`src/cebp_pkg.sv`:
```
// Package for the configuration entry byte parser.
// Holds the request and result payload types, byte class record, kind codes and character codes.
// No dependencies.
`default_nettype none

package cebp_pkg;

	// Request payload: one text byte or the end-of-stream mark.
	typedef struct packed {
		logic [7:0] in_byte;
		logic       is_end;
	} request_t;

	// Result payload: what happened and the byte that goes with it.
	typedef struct packed {
		logic [2:0] kind;
		logic [7:0] out_byte;
	} result_t;

	// Byte classes worked out by the front end and carried to the back end.
	typedef struct packed {
		logic       is_end;
		logic       is_hash;
		logic       is_blank;
		logic       is_newline;
		logic       is_nul;
		logic       is_ident;
		logic       is_eq;
		logic       is_quote;
		logic [7:0] data;
	} byte_class_t;

	// Result kinds.
	localparam logic [2:0] KIND_NAME   = 3'd0;
	localparam logic [2:0] KIND_VALUE  = 3'd1;
	localparam logic [2:0] KIND_DONE   = 3'd2;
	localparam logic [2:0] KIND_UNTERM = 3'd3;
	localparam logic [2:0] KIND_TRUNC  = 3'd4;
	localparam logic [2:0] KIND_END    = 3'd5;

	// Characters the parser looks for.
	localparam logic [7:0] CH_HASH    = 8'h23;
	localparam logic [7:0] CH_EQ      = 8'h3D;
	localparam logic [7:0] CH_QUOTE   = 8'h22;
	localparam logic [7:0] CH_NEWLINE = 8'h0A;
	localparam logic [7:0] CH_TAB     = 8'h09;
	localparam logic [7:0] CH_SPACE   = 8'h20;
	localparam logic [7:0] CH_UNDER   = 8'h5F;
	localparam logic [7:0] CH_DASH    = 8'h2D;
	localparam logic [7:0] CH_DOT     = 8'h2E;
	localparam logic [7:0] CH_NUL     = 8'h00;

endpackage

`default_nettype wire

```
`src/cebp_fifo.sv`:
```
// Small synchronous queue used between the parser stages and at the output.
// Generic over the entry type; no package dependency.
`default_nettype none

module cebp_fifo #(
	parameter type T       = logic,
	parameter int  ADDR_W  = 1
) (
	input  wire logic clk,
	input  wire logic arst_n,
	input  wire logic push,
	input  T          wr_data,
	output logic      full,
	input  wire logic pop,
	output T          rd_data,
	output logic      empty
);

	localparam int DEPTH = 2 ** ADDR_W;

	T                  entry_q [DEPTH];
	logic [ADDR_W-1:0] wr_ptr_q;
	logic [ADDR_W-1:0] rd_ptr_q;
	logic [ADDR_W:0]   count_q;
	logic              do_push;
	logic              do_pop;

	// Status flags come straight from the registered fill count.
	assign full    = (count_q == (ADDR_W + 1)'(DEPTH));
	assign empty   = (count_q == '0);
	assign do_push = push && !full;
	assign do_pop  = pop && !empty;
	assign rd_data = entry_q[rd_ptr_q];

	// Entry storage needs no reset.
	always_ff @(posedge clk) begin
		if (do_push) begin
			entry_q[wr_ptr_q] <= wr_data;
		end
	end

	// Pointers and fill count.
	always_ff @(posedge clk or negedge arst_n) begin
		if (!arst_n) begin
			wr_ptr_q <= '0;
			rd_ptr_q <= '0;
			count_q  <= '0;
		end else begin
			if (do_push) begin
				wr_ptr_q <= wr_ptr_q + 1'b1;
			end
			if (do_pop) begin
				rd_ptr_q <= rd_ptr_q + 1'b1;
			end
			if (do_push && !do_pop) begin
				count_q <= count_q + 1'b1;
			end else if (do_pop && !do_push) begin
				count_q <= count_q - 1'b1;
			end
		end
	end

endmodule

`default_nettype wire

```
`src/cebp_front.sv`:
```
// Front end of the parser: takes each request and sorts its byte into classes.
// Depends on cebp_pkg.
`default_nettype none

module cebp_front
	import cebp_pkg::*;
(
	input  request_t    request,
	output byte_class_t cls
);

	logic [7:0] b;
	logic       is_lower;
	logic       is_upper;
	logic       is_digit;

	assign b = request.in_byte;

	// Character ranges for identifier bytes.
	assign is_lower = (b >= 8'h61) && (b <= 8'h7A);
	assign is_upper = (b >= 8'h41) && (b <= 8'h5A);
	assign is_digit = (b >= 8'h30) && (b <= 8'h39);

	// Class record handed to the back end through the queue.
	always_comb begin
		cls.is_end     = request.is_end;
		cls.is_hash    = (b == CH_HASH);
		cls.is_blank   = (b == CH_SPACE) || (b == CH_TAB) || (b == CH_NEWLINE);
		cls.is_newline = (b == CH_NEWLINE);
		cls.is_nul     = (b == CH_NUL);
		cls.is_ident   = is_lower || is_upper || is_digit ||
		                 (b == CH_UNDER) || (b == CH_DASH) || (b == CH_DOT);
		cls.is_eq      = (b == CH_EQ);
		cls.is_quote   = (b == CH_QUOTE);
		cls.data       = b;
	end

endmodule

`default_nettype wire

```
`src/cebp_back.sv`:
```
// Back end of the parser: the phase machine that turns classified bytes into results.
// Depends on cebp_pkg.
`default_nettype none

module cebp_back
	import cebp_pkg::*;
(
	input  wire logic  clk,
	input  wire logic  arst_n,
	input  byte_class_t cls,
	input  wire logic  cls_valid,
	output logic       cls_take,
	input  wire logic  res_full,
	output logic       res_push,
	output result_t    res
);

	localparam logic [2:0] PH_IDLE    = 3'd0;
	localparam logic [2:0] PH_COMMENT = 3'd1;
	localparam logic [2:0] PH_NAME    = 3'd2;
	localparam logic [2:0] PH_SEEK_EQ = 3'd3;
	localparam logic [2:0] PH_SEEK_QT = 3'd4;
	localparam logic [2:0] PH_VALUE   = 3'd5;
	localparam logic [2:0] PH_HALT    = 3'd6;

	logic [2:0] phase_q;
	logic [2:0] phase_next;
	logic       emit;

	// One classified byte is handled whenever there is room for its result.
	assign cls_take = cls_valid && !res_full;
	assign res_push = cls_take && emit;

	// Next phase and result for the byte at the head of the queue.
	always_comb begin
		phase_next   = phase_q;
		emit         = 1'b0;
		res.kind     = KIND_END;
		res.out_byte = '0;
		unique case (phase_q)
			PH_IDLE, PH_COMMENT: begin
				if (cls.is_end) begin
					phase_next = PH_IDLE;
					emit       = 1'b1;
					res.kind   = KIND_END;
				end else if (phase_q == PH_COMMENT) begin
					if (cls.is_newline) begin
						phase_next = PH_IDLE;
					end
				end else if (cls.is_hash) begin
					phase_next = PH_COMMENT;
				end else if (!cls.is_blank) begin
					// Any other byte starts a name and is emitted as its first byte.
					phase_next   = PH_NAME;
					emit         = 1'b1;
					res.kind     = KIND_NAME;
					res.out_byte = cls.data;
				end
			end
			PH_NAME: begin
				if (cls.is_end) begin
					phase_next = PH_IDLE;
					emit       = 1'b1;
					res.kind   = KIND_TRUNC;
				end else if (cls.is_ident) begin
					emit         = 1'b1;
					res.kind     = KIND_NAME;
					res.out_byte = cls.data;
				end else begin
					// The byte that ends a name may itself be the equals sign.
					phase_next = cls.is_eq ? PH_SEEK_QT : PH_SEEK_EQ;
				end
			end
			PH_SEEK_EQ: begin
				if (cls.is_end) begin
					phase_next = PH_IDLE;
					emit       = 1'b1;
					res.kind   = KIND_TRUNC;
				end else if (cls.is_eq) begin
					phase_next = PH_SEEK_QT;
				end
			end
			PH_SEEK_QT: begin
				if (cls.is_end) begin
					phase_next = PH_IDLE;
					emit       = 1'b1;
					res.kind   = KIND_TRUNC;
				end else if (cls.is_quote) begin
					phase_next = PH_VALUE;
				end
			end
			PH_VALUE: begin
				if (cls.is_end) begin
					phase_next = PH_IDLE;
					emit       = 1'b1;
					res.kind   = KIND_TRUNC;
				end else if (cls.is_quote) begin
					phase_next = PH_IDLE;
					emit       = 1'b1;
					res.kind   = KIND_DONE;
				end else if (cls.is_nul || cls.is_newline) begin
					phase_next = PH_HALT;
					emit       = 1'b1;
					res.kind   = KIND_UNTERM;
				end else begin
					emit         = 1'b1;
					res.kind     = KIND_VALUE;
					res.out_byte = cls.data;
				end
			end
			default: begin
				// Halted: bytes are drained and dropped until reset.
				phase_next = phase_q;
			end
		endcase
	end

	// Phase register.
	always_ff @(posedge clk or negedge arst_n) begin
		if (!arst_n) begin
			phase_q <= PH_IDLE;
		end else if (cls_take) begin
			phase_q <= phase_next;
		end
	end

	// Once halted, the parser stays halted.
	a_halt_sticky: assert property (@(posedge clk) disable iff (!arst_n)
		phase_q == PH_HALT |=> phase_q == PH_HALT)
		else $error("parser left the halted phase");

	// Nothing is produced while halted.
	a_halt_silent: assert property (@(posedge clk) disable iff (!arst_n)
		phase_q == PH_HALT |-> !res_push)
		else $error("result produced while halted");

	// Only name and value results carry a byte.
	a_byte_zero: assert property (@(posedge clk) disable iff (!arst_n)
		res_push && res.kind != KIND_NAME && res.kind != KIND_VALUE |-> res.out_byte == '0)
		else $error("status result carries a nonzero byte");

	// An unterminated value always sends the parser into the halted phase.
	a_unterm_halts: assert property (@(posedge clk) disable iff (!arst_n)
		res_push && res.kind == KIND_UNTERM |=> phase_q == PH_HALT)
		else $error("unterminated value did not halt the parser");

endmodule

`default_nettype wire

```
`src/config_entry_byte_parser.sv`:
```
// Top level of the configuration entry byte parser.
// Depends on cebp_pkg, cebp_fifo, cebp_front and cebp_back.
//
// Usage:
//   Requests enter as a queue: drive request and raise push; the request is
//   taken at a clock edge where push is high and full is low. Each request is
//   one text byte, or an end-of-stream mark when is_end is set.
//   Results leave as a queue: while empty is low, result holds the oldest
//   result (kind and byte); raise pop to take it.
//   A byte that is skipped (blank space, comments, text between the name and
//   the opening quote) yields no result.
// Flow:
//   A request is registered in the middle queue, and its result, if any, in the output queue.
//   One request is taken every cycle while full is low; the phase machine in the back end
//   handles one classified byte per cycle while the output queue is not full.
// Reset:
//   arst_n clears both queues and returns the parser to idle between entries.
//   After an unterminated value the parser drops all requests until reset.
// Stalls:
//   When pop stays low, the output queue fills, the back end stops, the middle
//   queue fills and full rises. No request or result is lost.
`default_nettype none

module config_entry_byte_parser
	import cebp_pkg::*;
#(
	parameter int MID_ADDR_W = 1,
	parameter int OUT_ADDR_W = 2
) (
	input  wire logic clk,
	input  wire logic arst_n,
	input  wire logic push,
	input  request_t  request,
	output logic      full,
	input  wire logic pop,
	output result_t   result,
	output logic      empty
);

	byte_class_t cls_in;
	byte_class_t cls_head;
	logic        mid_empty;
	logic        cls_take;
	logic        res_full;
	logic        res_push;
	result_t     res;

	// Classify each incoming byte.
	cebp_front u_front (
		.request (request),
		.cls     (cls_in)
	);

	// Queue between classification and the phase machine.
	cebp_fifo #(
		.T      (byte_class_t),
		.ADDR_W (MID_ADDR_W)
	) u_mid_fifo (
		.clk     (clk),
		.arst_n  (arst_n),
		.push    (push),
		.wr_data (cls_in),
		.full    (full),
		.pop     (cls_take),
		.rd_data (cls_head),
		.empty   (mid_empty)
	);

	// Phase machine.
	cebp_back u_back (
		.clk       (clk),
		.arst_n    (arst_n),
		.cls       (cls_head),
		.cls_valid (!mid_empty),
		.cls_take  (cls_take),
		.res_full  (res_full),
		.res_push  (res_push),
		.res       (res)
	);

	// Result queue toward the receiver.
	cebp_fifo #(
		.T      (result_t),
		.ADDR_W (OUT_ADDR_W)
	) u_out_fifo (
		.clk     (clk),
		.arst_n  (arst_n),
		.push    (res_push),
		.wr_data (res),
		.full    (res_full),
		.pop     (pop),
		.rd_data (result),
		.empty   (empty)
	);

endmodule

`default_nettype wire
```
`config.mk`:
```
export PLATFORM = sky130hd
export DESIGN_NAME = config_entry_byte_parser
export DESIGN_NICKNAME = d
export VERILOG_FILES = /design/src/cebp_pkg.sv /design/src/cebp_fifo.sv /design/src/cebp_front.sv /design/src/cebp_back.sv /design/src/config_entry_byte_parser.sv
export SDC_FILE = /design/constraint.sdc
export NUM_CORES = 1
export LEC_CHECK = 0
export ABC_AREA = 1
export BUFFER_PORTS_ARGS = -buffer_cell sky130_fd_sc_hd__buf_2
export CAP_MARGIN = 20
export CORE_ASPECT_RATIO = 0.75
export CORE_MARGIN = 10
export CORE_UTILIZATION = 50
export CTS_BUF_LIST = sky130_fd_sc_hd__clkbuf_4
export DETAILED_ROUTE_END_ITERATION = 8
export PLACE_DENSITY = 0.76
export SETUP_SLACK_MARGIN = 0.05
export SYNTH_ARGS = -nofsm -noshare
export SYNTH_HDL_FRONTEND = slang
export SYNTH_HIERARCHICAL = 1
export SYNTH_SLANG_ARGS = --single-unit
export TNS_END_PERCENT = 30
```
`constraint.sdc`:
```
create_clock -name clk -period 3.3 [get_ports clk]
set_input_delay 0.495 -clock clk [delete_from_list [all_inputs] [get_ports clk]]
set_output_delay 0.495 -clock clk [all_outputs]
set_load 0.02 [all_outputs]
```
==> impl_metrics.env, run 1 <==
export IMPL_startpoint="u_mid_fifo/rd_ptr_q$_DFFE_PN0P_"
export IMPL_n_antenna_cell=0
export IMPL_drive_gt1_share_pct=17.3
export IMPL_placed_area_um2=4810
export IMPL_path_cells="inv_4, nand2_1, nand2_1, inv_2, nand2_1, inv_1, nand2_1, nand2_1, a21oi_1, nand2_1, inv_1, ha_1, inv_1, fa_1, nand2_1, nand3_1, nand2_1, nand2_1"
export IMPL_yosysSeqAreaShare_pct=56.5
export IMPL_area_growth_pct=6.64
export IMPL_nets=530
export IMPL_gp_congestion=0.864
export IMPL_clk_pin_slew_ns=0.15
export IMPL_cts_resized_gates=0
export IMPL_tightest_slew_ns=0.833
export IMPL_design_die_area_um2=13600
export IMPL_clock_latency_ns=0.45
export IMPL_firstDrtPassIters=5
export IMPL_num_fill_cells=825
export IMPL_grt_first_pass_wirelength_um=14500
export IMPL_reg2reg_slack_ns=0.51
export IMPL_clock_path_buffers=2
export IMPL_core_area_um2=9080
export IMPL_grt_setup_unrepaired="no"
export IMPL_initial_core_util_pct=51.3
export IMPL_dp_hpwl_um=6170
export IMPL_die_y_um=104
export IMPL_rows=30
export IMPL_end_kind="flip-flop"
export IMPL_hold_violations=0
export IMPL_reg2reg_depth=18
export IMPL_drc=0
export IMPL_cts_tree="built"
export IMPL_drt_wl_total_um=8550
export IMPL_fin_worst_skew_ns=0.0199
export IMPL_yosysUniqueCellTypes=32
export IMPL_gr_total_overflow=0
export IMPL_avgSynthCellArea_um2=9.58
export IMPL_fin_tns_setup_ns=0
export IMPL_r2r_end="u_out_fifo/count_q[2]$_DFFE_PN0P_"
export IMPL_cts_buffers=9
export IMPL_path_class="reg2reg"
export IMPL_timing_fmax_mhz=358
export IMPL_fin_crit_sh_pct=84.6
export IMPL_critPathMaxStageDelay_ns=0.49
export IMPL_cp_common_cell="nand2_1"
export IMPL_r2r_start="u_mid_fifo/rd_ptr_q$_DFFE_PN0P_"
export IMPL_global_route_usage_met1_pct=17.2
export IMPL_leakage_nw=2.21
export IMPL_cp_max_fo=17
export IMPL_synthesis_area_um2=4660
export IMPL_synth_nets=508
export IMPL_grt_busiest_layer="met2"
export IMPL_drt_initial_drc_count=224
export IMPL_die_w_um=131
export IMPL_via_per_inst=4.84
export IMPL_hold_class="in2reg"
export IMPL_ys_seq_elements=90
export IMPL_irDropWorstVdd_uv=423
export IMPL_post_cts_setup_buffers=0
export IMPL_pin_count=26
export IMPL_synth_top_cell_area_share_pct=49.0
export IMPL_ant_nets=0
export IMPL_critPathArrivalTime_ns=3.15
export IMPL_clock_root_buffer="clkbuf_4"
export IMPL_period_minus_slack_ns=2.79
export IMPL_status="finished clean"
export IMPL_grt_max_degree=46
export IMPL_slew_headroom_pct=43.0
export IMPL_ctsHoldBuffers=1
export IMPL_p_per_area_nw_per_um2=937
export IMPL_vias=3103
export IMPL_setup_viol=0
export IMPL_yosys_area_top_type="edfxtp_1"
export IMPL_synthTopCellsByArea="edfxtp_1 49%, nand2_1 13%, dfrtp_1 7.5%"
export IMPL_cts_max_level=3
export IMPL_clkSinkCount=90
export IMPL_cpMaxStageDelayCell="dfrtp_1"
export IMPL_worstPathRequired_ns=3.66
export IMPL_cp_endpoint="u_out_fifo/count_q[2]$_DFFE_PN0P_"
export IMPL_startpoint_type="flip-flop"
export IMPL_hold_ws_ns=0.244
export IMPL_met2_usage_pct=19.1
export IMPL_grt_usage_pct=12.8
export IMPL_netlist_instances=486
export IMPL_design_area_um2=4970
export IMPL_port_buffers=25
export IMPL_antenna_found_initial=0
export IMPL_grt_pass1_vias=3016
export IMPL_cap_viol_max_count=0
export IMPL_drv_slew=0
export IMPL_avgRoutedWirePerCell_um=13.3
export IMPL_use_met3_pct=4.39
export IMPL_yosysWarnings=6
## kinds of logic (layout without fill, tap and decap cells)
family          count (synthesis)  after routing  synth area share (%)
simple gates                  256            256                  25.6
buf+inv                        94            121                  9.86
flops                          90             90                  56.5
compound gates                 35             35                  5.10
fa+ha+maj                       9              9                  2.58
xor+xnor                        2              2                 0.376
## worst max-delay path: cells and delay by family, from the launching register on
family	cells	cell delay [ns]
AND/OR/NAND/NOR	10	0.91
buffers and inverters	5	0.55
adder cells (fa/ha/maj)	2	0.54
flip-flops	1	0.49
AO/OA/AOI/OAI	1	0.22
## routing by layer
metal  vias to the layer above  routed length, µm  part of all wire, %
met5                         -                  0                    0
met4                         0                125                  1.5
met3                        11                411                  4.8
met1                      1425               4230                   50
li1                       1608                  -                    -
met2                        59               3780                   44
## layout by cell type (no fill, tap or decap), drive strengths merged
master	instances
nor3	3
fa	1
o21ai	7
dfrtp	14
edfxtp	76
bufinv	1
xnor2	2
dlygate4sd3	1
nor2	52
nand4	5
clkbuf	11
a21oi	5
o211ai	22
clkinvlp	2
buf	32
nand2	166
inv	74
ha	8
nand3	27
or2	1
nand3b	2
a2111oi	1
## layout make-up
class | count | area (µm²) | share of cell area (%)
flip-flops and latches | 90 | 2630 | 53.0
multi-input cells | 302 | 1570 | 31.5
inverters | 72 | 275 | 5.54
repair buffers | 33 | 188 | 3.78
well taps | 128 | 160 | 3.23
clock buffers | 11 | 82.6 | 1.66
clock inverters | 5 | 62.6 | 1.26
## sequential cells by signal (all words and copies together), names as in the netlist
register             cells
u_out_fifo/entry_q      44
u_mid_fifo/entry_q      32
u_back/phase_q           3
u_out_fifo/count_q       3
u_mid_fifo/count_q       2
u_out_fifo/rd_ptr_q      2
u_out_fifo/wr_ptr_q      2
u_mid_fifo/rd_ptr_q      1
u_mid_fifo/wr_ptr_q      1
## synthesized netlist by cell type
cell type	count
nand2_1	158
edfxtp_1	76
inv_1	65
nor2_1	34
o211ai_1	22
nand3_1	21
dfrtp_1	14
buf_4	12
nor2_2	11
ha_1	8
buf_6	7
nand2_2	6
nor2_4	6
a21oi_1	5
inv_2	5
nand4_1	5
nand3_2	4
o21ai_1	4
buf_2	3
inv_4	2
nand2_4	2
nand3_4	2
nand3b_1	2
nor3_1	2
o21ai_0	2
xnor2_1	2
a2111oi_0	1
fa_1	1
nor2_8	1
nor3_2	1
o21ai_2	1
or2_1	1
## stage by stage
| step | worst slack, ns | std cells | utilization, % | total power, mW |
|---|---|---|---|---|
| 4_1_cts | 0.492 | 641 | 54.7 | 4.70 |
| 6_report | 0.509 | 641 | 54.7 | 4.65 |
| 5_1_grt | 0.178 | 641 | 54.7 | 5.07 |
| 3_5_place_dp | 0.506 | 624 | 53.0 | 4.08 |
| 2_1_floorplan | 0.828 | 486 | - | 3.57 |
| 3_3_place_gp | 0.648 | 624 | 53.0 | 3.98 |
## power by group
group	internal (mW)	leakage (nW)	switching (mW)	total, mW
sequential	1.69	0.867	0.175	1.87
clock	0.254	0.0741	0.367	0.620
combinational	0.681	1.27	1.49	2.17
total	2.63	2.21	2.03	4.65
## worst min-delay path by stage
stage | start | end | slack, ns | cells past startpoint
after global routing | request[0] | u_mid_fifo/entry_q[0][15]$_DFFE_PP_ | 0.20 | 1
after floorplan | arst_n | u_back/phase_q[0]$_DFFE_PN0P_ | 0.20 | 0
after global placement | arst_n | u_out_fifo/count_q[2]$_DFFE_PN0P_ | 0.42 | 1
after detailed placement | arst_n | u_out_fifo/count_q[1]$_DFFE_PN0P_ | 0.42 | 1
after CTS | request[0] | u_mid_fifo/entry_q[0][15]$_DFFE_PP_ | 0.21 | 1
final | request[0] | u_mid_fifo/entry_q[0][15]$_DFFE_PP_ | 0.24 | 1
(Power assumes the default switching activity.)
==> run 2: changes to the inputs <==
clock period = 2.8 ns   (was 3.3 ns; I/O delays follow)
==> impl_metrics.env, run 2 (same netlist as run 1, synthesis figures left out) <==
export IMPL_largest_register_ff_count=44
export IMPL_multi_input_comb_area_um2=1570
export IMPL_clkSinkCount=90
export IMPL_reg2reg_slack_ns=0.28
export IMPL_via_per_inst=4.83
export IMPL_worstHoldStart="request[0]"
export IMPL_r2r_end="u_out_fifo/count_q[2]$_DFFE_PN0P_"
export IMPL_grt_pass1_vias=2995
export IMPL_pin_count=26
export IMPL_reg2reg_depth=18
export IMPL_setup_viol=0
export IMPL_status="finished clean"
export IMPL_avgRoutedWirePerCell_um=12.8
export IMPL_critPathArrivalTime_ns=2.87
export IMPL_firstDrtPassIters=4
export IMPL_n_antenna_cell=0
export IMPL_path_cells="inv_4, nand2_1, nand2_1, inv_2, nand2_1, inv_1, nand2_1, nand2_1, a21oi_2, nand2_2, inv_1, ha_1, inv_1, fa_1, nand2_1, nand3_1, nand2_1, nand2_1"
export IMPL_cap_viol_max_count=0
export IMPL_end_kind="flip-flop"
export IMPL_drc=0
export IMPL_nets=534
export IMPL_hold_ws_ns=0.179
export IMPL_p_per_area_nw_per_um2=1080
export IMPL_fin_cells=645
export IMPL_startpoint_type="flip-flop"
export IMPL_critPathMaxStageDelay_ns=0.48
export IMPL_cp_max_fo=9
export IMPL_placed_area_um2=4840
export IMPL_drive_gt1_share_pct=18.8
export IMPL_leakage_nw=2.21
export IMPL_worstPathRequired_ns=3.14
export IMPL_hold_violations=0
export IMPL_grt_max_degree=46
export IMPL_cts_tree="built"
export IMPL_period_minus_slack_ns=2.52
export IMPL_grt_setup_unrepaired="no"
export IMPL_cpMaxStageDelayCell="dfrtp_2"
export IMPL_pre_cts_slack_ns=0.177
export IMPL_die_y_um=104
export IMPL_dpl_cell_count=628
export IMPL_port_buffers=25
export IMPL_final_common_cell="nand2_1"
export IMPL_largest_register="u_out_fifo/entry_q"
export IMPL_dp_hpwl_um=6150
export IMPL_tightest_slew_ns=0.657
export IMPL_fin_tns_setup_ns=0
export IMPL_rows=30
export IMPL_fin_util_pct=54.8
export IMPL_initial_core_util_pct=51.3
export IMPL_min_delay_worst_endpoint="u_mid_fifo/entry_q[0][15]$_DFFE_PP_"
export IMPL_grt_usage_pct=12.5
export IMPL_post_cts_setup_buffers=0
export IMPL_r2r_start="u_mid_fifo/rd_ptr_q$_DFFE_PN0P_"
export IMPL_cp_common_cell="nand2_1"
export IMPL_grt_first_pass_wirelength_um=14100
export IMPL_antenna_found_initial=0
export IMPL_layout_common_cells="157 x nand2_1, 76 x edfxtp_1, 65 x inv_1"
export IMPL_cp_num_buf_inv=5
export IMPL_clock_path_buffers=2
export IMPL_slew_headroom_pct=56.2
export IMPL_cpLargestDelayFamily="simple AND/OR/NAND/NOR gates"
export IMPL_vias=3114
export IMPL_cts_max_level=3
export IMPL_hold_depth=1
export IMPL_power_mw=5.39
export IMPL_irDropWorstVdd_uv=494
export IMPL_drt_initial_drc_count=204
export IMPL_area_growth_pct=6.88
export IMPL_design_die_area_um2=13600
export IMPL_drt_wl_total_um=8270
export IMPL_clock_latency_ns=0.43
export IMPL_core_area_um2=9080
export IMPL_timing_fmax_mhz=396
export IMPL_reg_top3="u_out_fifo/entry_q (44), u_mid_fifo/entry_q (32)"
export IMPL_hold_class="in2reg"
export IMPL_drv_slew=0
export IMPL_die_w_um=131
export IMPL_regArea_um2=2640
export IMPL_clock_root_buffer="clkbuf_4"
export IMPL_path_class="reg2reg"
export IMPL_cp_depth=18
export IMPL_gp_congestion=0.907
export IMPL_cts_buffers=9
export IMPL_num_fill_cells=805
export IMPL_worst_slack_ns=0.278
export IMPL_clk_pin_slew_ns=0.14
export IMPL_design_area_um2=4980
export IMPL_fin_worst_skew_ns=0.0201
export IMPL_ant_nets=0
export IMPL_gr_total_overflow=0
export IMPL_fin_crit_sh_pct=90.1
## run 2: worst register-to-register path: stages (launching register included)
cell and delay (ns):
dfrtp_2 0.48, inv_4 0.11, nand2_1 0.06, nand2_1 0.17, inv_2 0.11, nand2_1 0.08, inv_1 0.04, nand2_1 0.06
nand2_1 0.07, a21oi_2 0.20, nand2_2 0.13, inv_1 0.08, ha_1 0.15, inv_1 0.06, fa_1 0.38, nand2_1 0.10
nand3_1 0.08, nand2_1 0.06, nand2_1 0.04
## run 2: final cells by class
type                       count  share of cell area (%)
sequential                    90                    53.0
multi-input combinational    302                    31.6
inverter                      72                    5.53
timing repair buffer          37                    4.37
tap                          128                    3.22
clock buffer                  10                    1.51
clock inverter                 6                   0.830
## run 2: routing by layer
| metal | part of all wire, % | up-vias | GRT usage, % |
|---|---|---|---|
| met1 | 49 | 1419 | 16.4 |
| met3 | 5.5 | 12 | 3.91 |
| met5 | 0 | - | 0 |
| met4 | 1.6 | 0 | 5.39 |
| li1 | - | 1618 | - |
| met2 | 44 | 65 | 18.5 |
## run 2: how the worst max path moves through the flow
stage	from	endpoint	slack [ns]
4_1_cts	u_back/phase_q[0]$_DFFE_PN0P_	u_out_fifo/count_q[2]$_DFFE_PN0P_	0.15
3_5_place_dp	u_back/phase_q[0]$_DFFE_PN0P_	u_out_fifo/count_q[2]$_DFFE_PN0P_	0.18
6_report	u_mid_fifo/rd_ptr_q$_DFFE_PN0P_	u_out_fifo/count_q[2]$_DFFE_PN0P_	0.28
3_3_place_gp	u_back/phase_q[0]$_DFFE_PN0P_	u_out_fifo/count_q[2]$_DFFE_PN0P_	0.27
2_1_floorplan	u_mid_fifo/rd_ptr_q$_DFFE_PN0P_	u_out_fifo/count_q[2]$_DFFE_PN0P_	0.33
5_1_grt	u_mid_fifo/rd_ptr_q$_DFFE_PN0P_	u_out_fifo/count_q[2]$_DFFE_PN0P_	0.05
## run 2: where the power goes
group	switching, mW	total (mW)	internal, mW	leakage [nW]
registers	0.202	2.20	2.00	0.863
logic	1.75	2.58	0.833	1.29
clock network	0.414	0.608	0.194	0.0608
## run 2: timing repair
action	CTS	global route
hold endpoints to repair	14	0
resized for setup	0	5
endpoints found under the setup margin	0	2
hold buffers	1	0
